==> config.mk <==
export PLATFORM = sky130hd
export DESIGN_NAME = acs_queue
export DESIGN_NICKNAME = d
export VERILOG_FILES = /design/src/design/acs_pkg.sv /design/src/design/acs_queue.sv
export SDC_FILE = /design/constraint.sdc
export NUM_CORES = 1
export LEC_CHECK = 0
export BUFFER_PORTS_ARGS = -buffer_cell sky130_fd_sc_hd__buf_2
export CAP_MARGIN = 5
export CORE_ASPECT_RATIO = 1.25
export CORE_UTILIZATION = 47
export DETAILED_ROUTE_END_ITERATION = 8
export HOLD_SLACK_MARGIN = 0.03
export PLACE_DENSITY = 0.82
export SLEW_MARGIN = 20
export SYNTH_ARGS = -nofsm -noshare
export SYNTH_HDL_FRONTEND = slang
export SYNTH_SLANG_ARGS = --single-unit
export TNS_END_PERCENT = 50
==> constraint.sdc <==
create_clock -name clk -period 3.4 [get_ports clk]
set_clock_uncertainty 0.15 [all_clocks]
set_input_delay 0.34 -clock clk [delete_from_list [all_inputs] [get_ports clk]]
set_output_delay 0.34 -clock clk [all_outputs]
set_load 0.02 [all_outputs]
==> src/design/acs_pkg.sv <==
// Shared types, constants and helper functions for the accumulator CPU step core.
// No dependencies; every other design file imports this package.
package acs_pkg;

    localparam int MEM_WORDS_DEFAULT = 8192;

    // Operation codes of the input transaction
    localparam logic [1:0] OPN_STEP  = 2'd0;
    localparam logic [1:0] OPN_WRITE = 2'd1;
    localparam logic [1:0] OPN_READ  = 2'd2;

    // Classified kinds handed to the back end
    localparam logic [1:0] KIND_STEP  = 2'd0;
    localparam logic [1:0] KIND_WRITE = 2'd1;
    localparam logic [1:0] KIND_READ  = 2'd2;
    localparam logic [1:0] KIND_NOP   = 2'd3;

    // Instruction opcodes
    localparam logic [3:0] OP_OR    = 4'h0;
    localparam logic [3:0] OP_AND   = 4'h1;
    localparam logic [3:0] OP_XOR   = 4'h2;
    localparam logic [3:0] OP_ADD   = 4'h3;
    localparam logic [3:0] OP_SHL   = 4'h4;
    localparam logic [3:0] OP_SHR   = 4'h5;
    localparam logic [3:0] OP_LOADI = 4'h6;
    localparam logic [3:0] OP_STORI = 4'h7;
    localparam logic [3:0] OP_LOAD  = 4'h8;
    localparam logic [3:0] OP_STORE = 4'h9;
    localparam logic [3:0] OP_LIT   = 4'hA;
    localparam logic [3:0] OP_NOP   = 4'hB;
    localparam logic [3:0] OP_JMP   = 4'hC;
    localparam logic [3:0] OP_JZ    = 4'hD;
    localparam logic [3:0] OP_SET   = 4'hE;
    localparam logic [3:0] OP_GET   = 4'hF;

    // Flag bit positions
    localparam int FLAG_CARRY = 0;
    localparam int FLAG_ZERO  = 1;
    localparam int FLAG_NEG   = 2;
    localparam int FLAG_RESET = 3;
    localparam int FLAG_HALT  = 4;
    localparam logic [15:0] FLAG_INIT = 16'h0002;

    // I/O decode
    localparam int IO_BIT = 14;
    localparam int TX_BIT = 13;
    localparam int RX_BIT = 10;
    localparam logic [2:0] IO_SWITCH = 3'd0;
    localparam logic [2:0] IO_SERIAL = 3'd1;

    localparam int Q_DEPTH = 2;

    typedef struct packed {
        logic [1:0]  kind;
        logic        addr_ok;
        logic [15:0] mem_addr;
        logic [15:0] write_data;
        logic [15:0] switches;
        logic [7:0]  rx_byte;
        logic        rx_ready;
    } item_t;

    typedef struct packed {
        logic  push;
        item_t item;
    } push_t;

    typedef struct packed {
        logic [15:0] prog_counter;
        logic [15:0] accum;
        logic [15:0] flag_word;
        logic [15:0] led_levels;
        logic        tx_valid;
        logic [7:0]  tx_byte;
        logic        rx_taken;
        logic        halted;
        logic [15:0] read_data;
    } result_t;

    // Reduce a word address into the memory range; m is at least 4096.
    function automatic logic [15:0] wrap_word(input logic [15:0] a, input logic [16:0] m);
        logic [19:0] x;
        logic [19:0] d;
        x = {4'd0, a};
        for (int s = 3; s >= 0; s--)
        begin
            d = {3'd0, m} << s;
            if (x >= d)
            begin
                x = x - d;
            end
        end
        return x[15:0];
    endfunction

    function automatic logic [4:0] popcount16(input logic [15:0] v);
        logic [2:0] nib [4];
        for (int i = 0; i < 4; i++)
        begin
            nib[i] = 3'(v[4*i]) + 3'(v[4*i+1]) + 3'(v[4*i+2]) + 3'(v[4*i+3]);
        end
        return 5'(nib[0]) + 5'(nib[1]) + 5'(nib[2]) + 5'(nib[3]);
    endfunction

endpackage

==> src/design/acs_queue.sv <==
// Short FIFO of classified transactions between front and back end.
// Depends on acs_pkg.
module acs_queue (
    input  logic              clk,
    input  logic              rst_n,
    input  acs_pkg::push_t    push,
    output logic              full,
    output logic              head_valid,
    output acs_pkg::item_t    head,
    input  logic              pop
);
    import acs_pkg::*;

    localparam int PW = $clog2(Q_DEPTH);
    localparam int CW = $clog2(Q_DEPTH + 1);

    item_t          entry_reg [Q_DEPTH];
    logic [PW-1:0]  wr_ptr_reg;
    logic [PW-1:0]  rd_ptr_reg;
    logic [CW-1:0]  count_reg;
    logic [CW-1:0]  count_next;
    logic           do_push;
    logic           do_pop;

    assign full       = (count_reg == CW'(Q_DEPTH));
    assign head_valid = (count_reg != '0);
    assign head       = entry_reg[rd_ptr_reg];
    assign do_push    = push.push && !full;
    assign do_pop     = pop && head_valid;

    always_comb
    begin
        count_next = count_reg;
        if (do_push && !do_pop)
        begin
            count_next = count_reg + CW'(1);
        end
        else if (do_pop && !do_push)
        begin
            count_next = count_reg - CW'(1);
        end
    end

    always_ff @(posedge clk or negedge rst_n)
    begin
        if (!rst_n)
        begin
            wr_ptr_reg <= '0;
            rd_ptr_reg <= '0;
            count_reg  <= '0;
        end
        else
        begin
            count_reg <= count_next;
            if (do_push)
            begin
                wr_ptr_reg <= wr_ptr_reg + PW'(1);
            end
            if (do_pop)
            begin
                rd_ptr_reg <= rd_ptr_reg + PW'(1);
            end
        end
    end

    always_ff @(posedge clk)
    begin
        if (do_push)
        begin
            entry_reg[wr_ptr_reg] <= push.item;
        end
    end

endmodule

Word-level counts from Yosys, hierarchy flattened:

Memories as Yosys holds them, arrays and structs flattened.
Index checks and enable logic that the tools add are counted.
Widths: inputs -> output; s select.

* ROM bits: 0
* memories: 1
* memory bits (writable): 120
* bits in registers: 4
* bits in latches: 0
* output and inout bits: 62

Memories
* entry_reg: depth 2, width 60, read ports 1, clocked after Yosys merged registers in 0, write ports 1, line acs_queue.sv:17 `item_t entry_reg [Q_DEPTH];`

* shift-type cells: 0
* multiplexer cells: 4
* div/mod/pow operators: 0
* bitwise operators: 0
* equality and inequality tests: 1
* $add $sub $neg: 4
* $mul: 0
* reduce and logical (&&, ||, !) cells: 9
* order comparisons: 0

Operators with widths (count)
* $logic_and 1x1->1: 4
* $mux 2: 2
* $reduce_bool 2->1: 2
* $logic_not 1->1: 3
* $add 1x1->1 const B: 2
* $add 2x1->2 const B: 1
* $eq 2x2->1 const B: 1
* $mux 1: 2
* $sub 2x1->2 const B: 1

Logic depth before layout (Yosys ltp):

Gate-level depths: netlist of run 1.

* word-level depth: 7
* gate-level depth with buffers: 7

Worst setup path before layout of run 1:

OpenSTA, ideal clock, no wires.

* path type: register -> register
* from: reg count_reg[0]
* to: mem entry_reg[0][0] (netlist bit), enable pin
* arrival time: 3.134 ns
* required time: 2.772 ns
* stages on the path, launching flop included: 4
* slack: -0.362 ns
* buffers on the path: 0
* cells stage by stage: dfrtp_1 > nand2b_1 > nand2_1 > nor2_1

* word-level cells in the longest chain between the ends: 5

Ends and longest elaborated chain
* start: declaration: line acs_queue.sv:20 `logic [CW-1:0] count_reg;`
* start signal: assignment: line acs_queue.sv:54 `count_reg <= count_next;`
* $eq 2x2->1: line acs_queue.sv:25 `assign full = (count_reg == CW'(Q_DEPTH));`
* $logic_not 1->1: line acs_queue.sv:28 `assign do_push = push.push && !full;`
* $logic_and 1x1->1: line acs_queue.sv:28
* $mux 1: line acs_queue.sv:68 `if (do_push)`
* $mux 1 (implied by the code): line acs_queue.sv:70 `entry_reg[wr_ptr_reg] <= push.item;`
* end: declaration: line acs_queue.sv:17

No other way between the ends.

==> impl_metrics.py, run 1 <==
metrics = {
    "placement": {
        "dp_hpwl_um": 4780,
        "placed_area_um2": 5560,
        "port-buffer-count": 125,
        "gp_congestion": 0.685,
        "place_ws_ns": 1.20,
        "dp_cells": 456,
    },
    "yosys": {
        "synthCells": 206,
        "syn-cell-area_um2": 4830,
        "synth-seq-cells": 124,
        "synthSimpleGateAreaFrac_pct": 0.699,
        "synth-compound-area-share_pct": 0,
        "yosysWarnings": 0,
        "syn_nets": 271,
        "synth_top_family_by_area": "multiplexers",
        "ys_seq_area_share_pct": 76.7,
        "synthXorXnorAreaFrac_pct": 0.907,
        "synthMuxAreaShare_pct": 18.6,
        "syn_avg_cell_area_um2": 23.4,
        "ys_types": 15,
        "synth_fa_ha_area_share_pct": 0.259,
    },
    "clock_tree": {
        "clock_sinks": 124,
        "cts_root_buffer": "clkbuf_16",
        "htreeDepth": 4,
        "cts_buffers": 17,
        "clk_latency_ns": 0.39,
        "clk_pin_slew_ns": 0.05,
        "clockBufferDepth": 2,
        "tritoncts": "done",
    },
    "grt": {
        "grt_pass1_vias": 2738,
        "grt_max_degree": 36,
        "grt_usage_pct": 16.8,
        "grt_pass1_wl_um": 13000,
        "overflow": 0,
        "antenna_found_initial": 0,
    },
    "critical_path": {
        "critPathArrivalTime_ns": 2.12,
        "crit_path_start_kind": "register",
        "critPathBufInv": 2,
        "cp-end-kind": "output port",
        "crit_fanout": 31,
        "crit_slowest_cell": "dfrtp_4",
        "critPathRequiredTime_ns": 2.91,
        "crit_family": "flip-flops",
        "slowest_delay_ns": 0.80,
        "crit_chain": "buf_12 -> mux2_2 -> buf_2",
        "worstSetupPathType": "register to output port",
    },
    "route": {
        "wl_per_cell_um": 15.6,
        "drt-total-wl_um": 8560,
        "ant_nets": 0,
        "drt_first_iter_violations": 81,
        "drt_first_pass_iters": 4,
        "drc": 0,
        "via_per_inst": 4.63,
        "via_count": 2543,
    },
    "final_layout": {
        "postLayoutCellArea_um2": 6780,
        "final_cells": 549,
        "nets": 472,
        "drive_above_1_share_pct": 52.1,
        "final_util_pct": 67.4,
        "area_delta_synth_final_pct": 40.3,
        "fillerInstances": 690,
        "diodes": 0,
        "largest_reg_flops": 120,
    },
    "floorplan": {
        "die-area_um2": 10700,
        "num_rows": 41,
        "die-width_um": 92.7,
        "initial_core_util_pct": 48.0,
        "ioPinCount": 126,
        "fp.coreArea_um2": 10100,
        "die_h_um": 115,
    },
    "sta": {
        "hold_viol": 0,
        "drv_slew": 0,
        "fin_crit_sh_pct": 76.7,
        "final.setup.tns_ns": 0,
        "fin_hold_ws_ns": 0.0864,
        "worst_slack_ns": 0.792,
        "rsz0062_at_grt": "false",
        "tightest_slew_ns": 0.812,
        "finalCriticalPeriod_ns": 2.61,
        "setup_viol": 0,
        "relSlewSlack_pct": 45.8,
        "clock.fmax_mhz": 383,
    },
    "pwr": {
        "power_density_nw_per_um2": 892,
        "power.total_mw": 6.04,
        "ir_drop_uv": 416,
        "p_leak_nw": 2.77,
    },
    "worst_hold_path": {
        "hold_path.class": "input port to register",
    },
    "outcome": {
        "status": "complete, no violations",
    },
    "flow_run": {
        "maxCapViolations": 0,
    },
}
placed cells by master, fill, tap and decap left out, drive strengths merged, types with 3 or more instances in the layout:
cell type	instances
buf	128
bufinv	4
clkbuf	20
clkinv	4
clkinvlp	3
dfrtp	4
dlygate4sd3	61
edfxtp	120
inv	3
mux2	60
xnor2	3
worst min-delay path, cell delays in order:
cell	delay, ns
buf_2	0.10
nand2_1	0.09
xnor2_1	0.07
cell type report:
class                   instances  area, um2  share of cell area, %
clock buffers                  20        437                   6.45
inverters                       2       7.51                  0.111
repair buffers                189       1300                   19.1
well taps                     129        161                   2.38
multi-input cells              73        996                   14.7
flip-flops and latches        124       3710                   54.7
clock inverters                12        170                   2.51
worst paths after layout:
| check | from | end | slack [ns] | cells after the start |
|---|---|---|---|---|
| hold / removal | pop | rd_ptr_reg | 0.09 | 3 |
| setup / recovery | rd_ptr_reg | head[38] | 0.79 | 3 |
| hold reg to reg | count_reg[1] | count_reg[1] | 0.36 | 1 |
| max in group asynchronous | rst_n | rd_ptr_reg | 2.84 | 2 |
| min in group asynchronous | rst_n | rd_ptr_reg | 0.13 | 2 |
| setup reg to reg | count_reg[0] | entry_reg[0][42] | 1.26 | 4 |
per-layer routing:
| layer | global-route usage (%) | vias up | routed length (um) |
|---|---|---|---|
| li1 | - | 1216 | - |
| met1 | 17.8 | 1224 | 3300 |
| met2 | 29.7 | 94 | 4740 |
| met3 | 6.42 | 9 | 437 |
| met4 | 7.79 | 0 | 83 |
| met5 | 0 | - | 0 |
cell families (layout without fill, tap and decap cells):
logic type / Yosys count / in the layout
XOR/XNOR: 5 / 5
adder cells (fa/ha/maj): 1 / 1
buffers and inverters: 9 / 223
flip-flops: 124 / 124
multiplexers: 60 / 60
AND/OR/NAND/NOR: 7 / 7
power breakdown:
part	switching, mW	internal [mW]	leakage (nW)	total, mW
Sequential	0.197	2.10	1.16	2.29
Combinational	0.998	0.920	1.32	1.92
Clock	0.609	1.22	0.288	1.83
Total	1.80	4.24	2.77	6.04
synth_stat cells:
| cell | number | share of area [%] |
|---|---|---|
| nand2b_1 | 1 | 0.13 |
| or2_1 | 1 | 0.13 |
| xnor2_1 | 3 | 0.54 |
| dfrtp_1 | 4 | 2.1 |
| mux2_2 | 1 | 0.23 |
| inv_1 | 2 | 0.16 |
| ha_1 | 1 | 0.26 |
| buf_12 | 6 | 2.5 |
| buf_6 | 1 | 0.23 |
| xor2_1 | 2 | 0.36 |
| edfxtp_1 | 120 | 75 |
| nor2_1 | 2 | 0.16 |
| nand2_1 | 2 | 0.16 |
| mux2_4 | 59 | 18 |
| and3_1 | 1 | 0.13 |
repair_timing:
item,4_1_cts,5_1_grt
resized for setup,0,0
buffers inserted,0,0
hold buffers,61,0
endpoints found under the hold margin,124,0
Note: power is estimated with default switching activity, not from simulation.
==> run 2, diff against run 1 <==
--- a/config.mk
+++ b/config.mk
@@ -8,10 +8,10 @@
 export BUFFER_PORTS_ARGS = -buffer_cell sky130_fd_sc_hd__buf_2
 export CAP_MARGIN = 5
 export CORE_ASPECT_RATIO = 1.25
-export CORE_UTILIZATION = 47
+export CORE_UTILIZATION = 52
 export DETAILED_ROUTE_END_ITERATION = 8
 export HOLD_SLACK_MARGIN = 0.03
-export PLACE_DENSITY = 0.82
+export PLACE_DENSITY = 0.86
 export SLEW_MARGIN = 20
 export SYNTH_ARGS = -nofsm -noshare
 export SYNTH_HDL_FRONTEND = slang
==> constraint.sdc (replaced) <==
create_clock -name clk -period 2.7 [get_ports clk]
set_clock_uncertainty 0.15 [all_clocks]
set_input_delay 0.27 -clock clk [delete_from_list [all_inputs] [get_ports clk]]
set_output_delay 0.27 -clock clk [all_outputs]
set_load 0.02 [all_outputs]
==> run 2 against run 1 <==
Flip-flop and latch count unchanged; core utilization increased by 9.5 points; routed wire length increased by 4.2%; power up 26%; clock-buffer cell count is 2 lower; critical endpoint is now head[7]; hold slack better by 0.24 ns; worst setup slack worse by 0.48 ns; register-to-register slack worse by 0.25 ns; sequential power up 24%; via count increased by 1.5%; non-clock buffer count is 6 higher; combinational power up 29%.
==> impl_metrics.py, run 2 (synthesis gave the netlist of run 1 again) <==
metrics = {
    "pwr": {
        "p_seq_share_pct": 37.1,
        "power.total_mw": 7.61,
        "p_int_mw": 5.29,
        "p_sw_share_pct": 30.5,
        "combPwrFrac_pct": 32.6,
        "p_leak_nw": 2.78,
        "pwr-share-clk_pct": 30.2,
        "ir_drop_uv": 852,
        "switchingPower_mw": 2.32,
        "power_density_nw_per_um2": 1120,
    },
    "final_layout": {
        "multi_input_area_um2": 996,
        "fillerInstances": 512,
        "drive_above_1_share_pct": 52.6,
        "diodes": 0,
        "final_util_pct": 76.9,
        "final_cells": 546,
        "seq_area_um2": 3710,
        "layout_common_cells": "buf_2, edfxtp_1, dlygate4sd3_1",
        "nets": 478,
        "layout_commonest_cell": "buf_2",
        "largest_reg_flops": 120,
        "area_delta_synth_final_pct": 40.8,
    },
    "sta": {
        "hold_viol": 0,
        "final.setup.tns_ns": 0,
        "tightest_slew_ns": 0.416,
        "finalCriticalPeriod_ns": 2.39,
        "drv_slew": 0,
        "fin_crit_sh_pct": 88.4,
        "setup_viol": 0,
        "relSlewSlack_pct": 72.3,
        "clock.fmax_mhz": 419,
        "fin_hold_ws_ns": 0.331,
        "rsz0062_at_grt": "false",
    },
    "critical_path": {
        "r2r_slack_ns": 1.01,
        "slowest_delay_ns": 0.59,
        "critPathRequiredTime_ns": 2.28,
        "r2r_start": "count_reg[0]",
        "crit_path_start_kind": "register",
        "critPathBufInv": 2,
        "cp-end-kind": "output port",
        "critPathArrivalTime_ns": 1.97,
        "crit_family": "flip-flops",
        "rr_worst_depth": 4,
        "crit_slowest_cell": "dfrtp_4",
        "crit_chain": "buf_4 -> mux2_4 -> buf_2",
        "crit_fanout": 16,
        "worstSetupPathType": "register to output port",
        "worstReg2RegEnd": "entry_reg[0][53]",
    },
    "flow_run": {
        "maxCapViolations": 0,
    },
    "worst_hold_path": {
        "worst_hold_path.endpoint": "entry_reg[1][11]",
        "min_path_cells": 2,
        "hold_path.class": "input port to register",
        "hold_path.startpoint": "push[11]",
    },
    "route": {
        "wl_per_cell_um": 16.3,
        "drt_first_pass_iters": 4,
        "drc": 0,
        "via_count": 2582,
        "drt_first_iter_violations": 117,
        "drt-total-wl_um": 8910,
        "ant_nets": 0,
        "via_per_inst": 4.73,
    },
    "clock_tree": {
        "cts_root_buffer": "clkbuf_8",
        "htreeDepth": 4,
        "cts_buffers": 17,
        "clk_latency_ns": 0.50,
        "tritoncts": "done",
        "clk_pin_slew_ns": 0.06,
        "clockBufferDepth": 2,
        "clock_sinks": 124,
    },
    "grt": {
        "grt_pass1_vias": 2841,
        "grt_max_degree": 33,
        "grt_usage_pct": 19.6,
        "grt_pass1_wl_um": 13300,
        "antenna_found_initial": 0,
        "overflow": 0,
    },
    "floorplan": {
        "die_h_um": 110,
        "num_rows": 38,
        "ioPinCount": 126,
        "initial_core_util_pct": 54.6,
        "die-area_um2": 9680,
        "die-width_um": 88.2,
        "fp.coreArea_um2": 8840,
    },
    "placement": {
        "port-buffer-count": 125,
        "gp_congestion": 0.706,
        "dp_hpwl_um": 5070,
        "dp_cells": 450,
    },
    "outcome": {
        "status": "complete, no violations",
    },
}
## run 2: cell types whose count changed in the layout (fill, tap and decap cells not counted), moves of 2 or more
cell           previous run  this run
dlygate4sd3_1            61        64
clkbuf_1                  3         1
buf_12                    3         1
clkinv_2                  3         0
clkinv_4                  0         2
clkinvlp_4                3         6
buf_4                     0         5
## run 2: repair_timing
item | 4_1_cts | 5_1_grt
setup buffers | 0 | 0
endpoints found under the hold margin | 126 | 0
hold buffers | 64 | 0
resized for setup | 0 | 0
## run 2: worst max-delay path by stage
stage | to | depth (start not counted) | start | slack, ns
3_3_place_gp | head[3] | 3 | rd_ptr_reg | 0.86
6_report | head[7] | 3 | rd_ptr_reg | 0.31
5_1_grt | head[10] | 3 | rd_ptr_reg | 0.22
2_1_floorplan | entry_reg[1][0] | 2 | count_reg[0] | 0.13
3_5_place_dp | head[3] | 3 | rd_ptr_reg | 0.84
4_1_cts | head[12] | 3 | rd_ptr_reg | 0.28
## run 2: metal layers
metal | vias up | share of wire, % | wire, um | track usage, %
met2 | 110 | 57 | 5040 | 36.6
met3 | 21 | 5.6 | 498 | 5.93
li1 | 1227 | - | - | -
met5 | - | 0 | 0 | 0
met4 | 0 | 2.0 | 174 | 9.91
met1 | 1224 | 36 | 3200 | 19.0
## run 2: cell type report
type                    instances  share of cell area [%]
clock buffers                  18                    6.15
clock inverters                14                    2.87
inverters                       2                   0.110
multi-input cells              73                    14.7
flip-flops and latches        124                    54.5
well taps                     120                    2.21
repair buffers                195                    19.5
## run 2: power by group through the flow
stage / clock [mW] / combinational (mW) / sequential [mW]
after floorplan: 0 / 2.01 / 2.78
after global placement: 0 / 2.38 / 2.84
after detailed placement: 0 / 2.41 / 2.87
after CTS: 2.32 / 2.49 / 2.83
after global routing: 2.42 / 2.64 / 2.86
final: 2.30 / 2.48 / 2.83
## run 2: worst reg2reg max path: stages (launching register included)
cell	delay, ns
dfrtp_1	0.40
nand2b_1	0.16
nand2_1	0.14
nor2_4	0.11
buf_4	0.38
## run 2: stage by stage
step                setup slack [ns]  instance area [um2]
global placement               0.859                 5540
CTS                            0.284                 6800
finish                         0.312                 6800
floorplan                      0.130                 4840
global route                   0.222                 6800
detailed placement             0.838                 5540
==> run 3, diff against run 2 <==
--- a/config.mk
+++ b/config.mk
@@ -5,13 +5,14 @@
 export SDC_FILE = /design/constraint.sdc
 export NUM_CORES = 1
 export LEC_CHECK = 0
+export ABC_AREA = 1
 export BUFFER_PORTS_ARGS = -buffer_cell sky130_fd_sc_hd__buf_2
 export CAP_MARGIN = 5
 export CORE_ASPECT_RATIO = 1.25
-export CORE_UTILIZATION = 52
+export CORE_UTILIZATION = 47
 export DETAILED_ROUTE_END_ITERATION = 8
 export HOLD_SLACK_MARGIN = 0.03
-export PLACE_DENSITY = 0.86
+export PLACE_DENSITY = 0.83
 export SLEW_MARGIN = 20
 export SYNTH_ARGS = -nofsm -noshare
 export SYNTH_HDL_FRONTEND = slang
==> constraint.sdc (replaced) <==
create_clock -name clk -period 1.97 [get_ports clk]
set_clock_uncertainty 0.15 [all_clocks]
set_input_delay 0.197 -clock clk [delete_from_list [all_inputs] [get_ports clk]]
set_output_delay 0.197 -clock clk [all_outputs]
set_load 0.02 [all_outputs]
==> run 3 against run 2 <==
Worst setup slack worse by 0.24 ns; critical endpoint is now head[50]; register-to-register slack worse by 0.67 ns; critical path type unchanged; via count is 24% higher; largest cell class unchanged; highest routed layer unchanged.
==> impl_metrics.py, run 3 <==
metrics = {
    "grt": {
        "grt_pass1_vias": 3317,
        "use_met2_pct": 35.4,
        "grt_usage_pct": 19.3,
        "top_usage_layer": "met2",
        "grt_pass1_wl_um": 14800,
        "grt_use_met1_pct": 20.5,
        "antenna_found_initial": 0,
        "grtUsageMet3_pct": 5.85,
        "overflow": 0,
        "grt_max_degree": 62,
    },
    "critical_path": {
        "worstReg2RegEnd": "entry_reg[0][19]",
        "rr_worst_depth": 6,
        "crit_fanout": 24,
        "cp-end-kind": "output port",
        "critPathRequiredTime_ns": 1.62,
        "r2r_start": "count_reg[1]",
        "r2r_slack_ns": 0.34,
        "worstSetupPathType": "register to output port",
        "critPathArrivalTime_ns": 1.55,
        "crit_path_start_kind": "register",
    },
    "sta": {
        "worst_slack_ns": 0.0687,
        "setup_viol": 0,
        "hold_viol": 0,
        "clock.fmax_mhz": 526,
        "finalCriticalPeriod_ns": 1.90,
        "tightest_slew_ns": 0.346,
        "fin_hold_ws_ns": 0.0551,
        "drv_slew": 0,
        "fin_crit_sh_pct": 96.5,
        "rsz0062_at_grt": "false",
        "relSlewSlack_pct": 76.9,
        "final.setup.tns_ns": 0,
    },
    "yosys": {
        "yosysTopAreaCell": "edfxtp_1",
        "async_flop_share_pct": 3.23,
        "synth_area_leaders": "edfxtp_1, nand2_1, dfrtp_1, buf_6, buf_2",
        "yosysWarnings": 0,
        "syn_avg_cell_area_um2": 13.4,
        "synthCells": 345,
        "ys_types": 18,
        "synthTopCellsByCount": "nand2_1, edfxtp_1, buf_2, buf_6, inv_1",
        "yosys_most_used_dff": "edfxtp_1",
        "ys_seq_area_share_pct": 80.0,
        "syn_nets": 410,
        "synth-seq-cells": 124,
        "synth_top_area_share_pct": 77.8,
        "syn-cell-area_um2": 4630,
        "synth.most_common_cell": "nand2_1",
        "synth_edf_count": 120,
    },
    "final_layout": {
        "postLayoutCellArea_um2": 6660,
        "final_cells": 683,
        "area_delta_synth_final_pct": 43.8,
        "multi_input_area_um2": 801,
        "diodes": 0,
        "fillerInstances": 652,
        "largest_reg_flops": 120,
        "layout_commonest_cell": "nand2_1",
        "layout_common_cells": "nand2_1, buf_2, edfxtp_1",
        "nets": 609,
        "final_util_pct": 69.3,
        "drive_above_1_share_pct": 30.3,
        "seq_area_um2": 3710,
    },
    "pwr": {
        "p_leak_nw": 2.87,
        "ir_drop_uv": 909,
        "power.total_mw": 10.4,
        "power_density_nw_per_um2": 1570,
    },
    "clock_tree": {
        "clk_latency_ns": 0.40,
        "cts_buffers": 17,
        "htreeDepth": 4,
        "clk_pin_slew_ns": 0.05,
        "clock_sinks": 124,
        "tritoncts": "done",
        "post-cts-setup-buffers": 0,
        "cts_root_buffer": "clkbuf_16",
        "clockBufferDepth": 2,
    },
    "worst_hold_path": {
        "min_path_cells": 4,
        "hold_path.class": "input port to register",
        "hold_path.startpoint": "push[60]",
        "worst_hold_path.endpoint": "wr_ptr_reg",
    },
    "flow_run": {
        "maxCapViolations": 0,
    },
    "floorplan": {
        "die-area_um2": 10300,
        "initial_core_util_pct": 48.2,
        "ioPinCount": 126,
        "die-width_um": 90.8,
        "num_rows": 40,
        "die_h_um": 113,
        "fp.coreArea_um2": 9610,
    },
    "placement": {
        "dp_hpwl_um": 5090,
        "gp_congestion": 0.663,
        "dp_cells": 588,
        "port-buffer-count": 125,
        "place_ws_ns": 0.357,
        "placed_area_um2": 5390,
    },
    "route": {
        "via_per_inst": 4.67,
        "ant_nets": 0,
        "drt_first_iter_violations": 147,
        "wl_per_cell_um": 14.0,
        "drt_first_pass_iters": 4,
        "drt-total-wl_um": 9530,
        "drc": 0,
        "via_count": 3189,
    },
    "outcome": {
        "status": "complete, no violations",
    },
}
==> run 3: cell types whose count changed in the layout (fill, tap and decap cells not counted), sizes merged, moves of 2 or more <==
| cell | before | now |
|---|---|---|
| xor2 | 2 | 0 |
| inv | 3 | 7 |
| xnor2 | 3 | 1 |
| nand3 | 0 | 2 |
| mux2 | 60 | 0 |
| clkinv | 3 | 5 |
| nand2 | 2 | 191 |
==> run 3: power by group <==
| group | switching [mW] | total [mW] | internal [mW] | leakage [nW] |
|---|---|---|---|---|
| registers | 0.175 | 3.78 | 3.60 | 1.16 |
| clock network | 1.03 | 3.25 | 2.22 | 0.292 |
| logic | 2.39 | 3.41 | 1.02 | 1.42 |
| total | 3.59 | 10.4 | 6.84 | 2.87 |
==> run 3: kinds of logic (layout without fill, tap and decap cells) <==
group                      count (synthesis)  count (layout)  share of synthesized area (%)
and+or+nand+nor                          197             197                           16.4
xor gates and xnor gates                   1               1                          0.189
buffers and inverters                     21             233                           3.03
adders and majority gates                  1               1                          0.270
AOI/OAI and AO/OA                          1               1                          0.108
DFF                                      124             124                           80.0
==> run 3: layer usage <==
layer | vias up | wire, um | share of wire [%]
li1 | 1554 | - | -
met1 | 1508 | 3710 | 39
met2 | 112 | 5200 | 55
met5 | - | 0 | 0
met3 | 15 | 473 | 5.0
met4 | 0 | 154 | 1.6
==> run 3: worst max-delay path: stages, from the launching register on <==
cell     delay [ns]
dfrtp_2        0.43
buf_4          0.31
nand2_1        0.13
nand2_1        0.10
buf_2          0.17
==> run 3: worst max path at each step <==
stage            startpoint         endpoint  cells after the start
2_1_floorplan  count_reg[0]  entry_reg[0][0]                      4
3_3_place_gp   count_reg[1]  entry_reg[0][5]                      6
3_5_place_dp   count_reg[1]  entry_reg[0][3]                      6
4_1_cts          rd_ptr_reg         head[50]                      4
5_1_grt          rd_ptr_reg         head[50]                      4
6_report         rd_ptr_reg         head[50]                      4
==> run 3: layout make-up <==
class                           count  share of cell area, %
Sequential cell                   124                   55.7
Timing Repair Buffer              193                   19.9
Multi-Input combinational cell    200                   12.0
Clock buffer                       18                   6.45
Clock inverter                     14                   3.01
Tap cell                          126                   2.37
Inverter                            8                  0.620
==> run 3: what timing repair did <==
action                                 4_1_cts  5_1_grt
setup endpoints to repair                    0       39
gates resized for setup                      0        2
endpoints found under the hold margin      125        0
hold buffers                                63        0
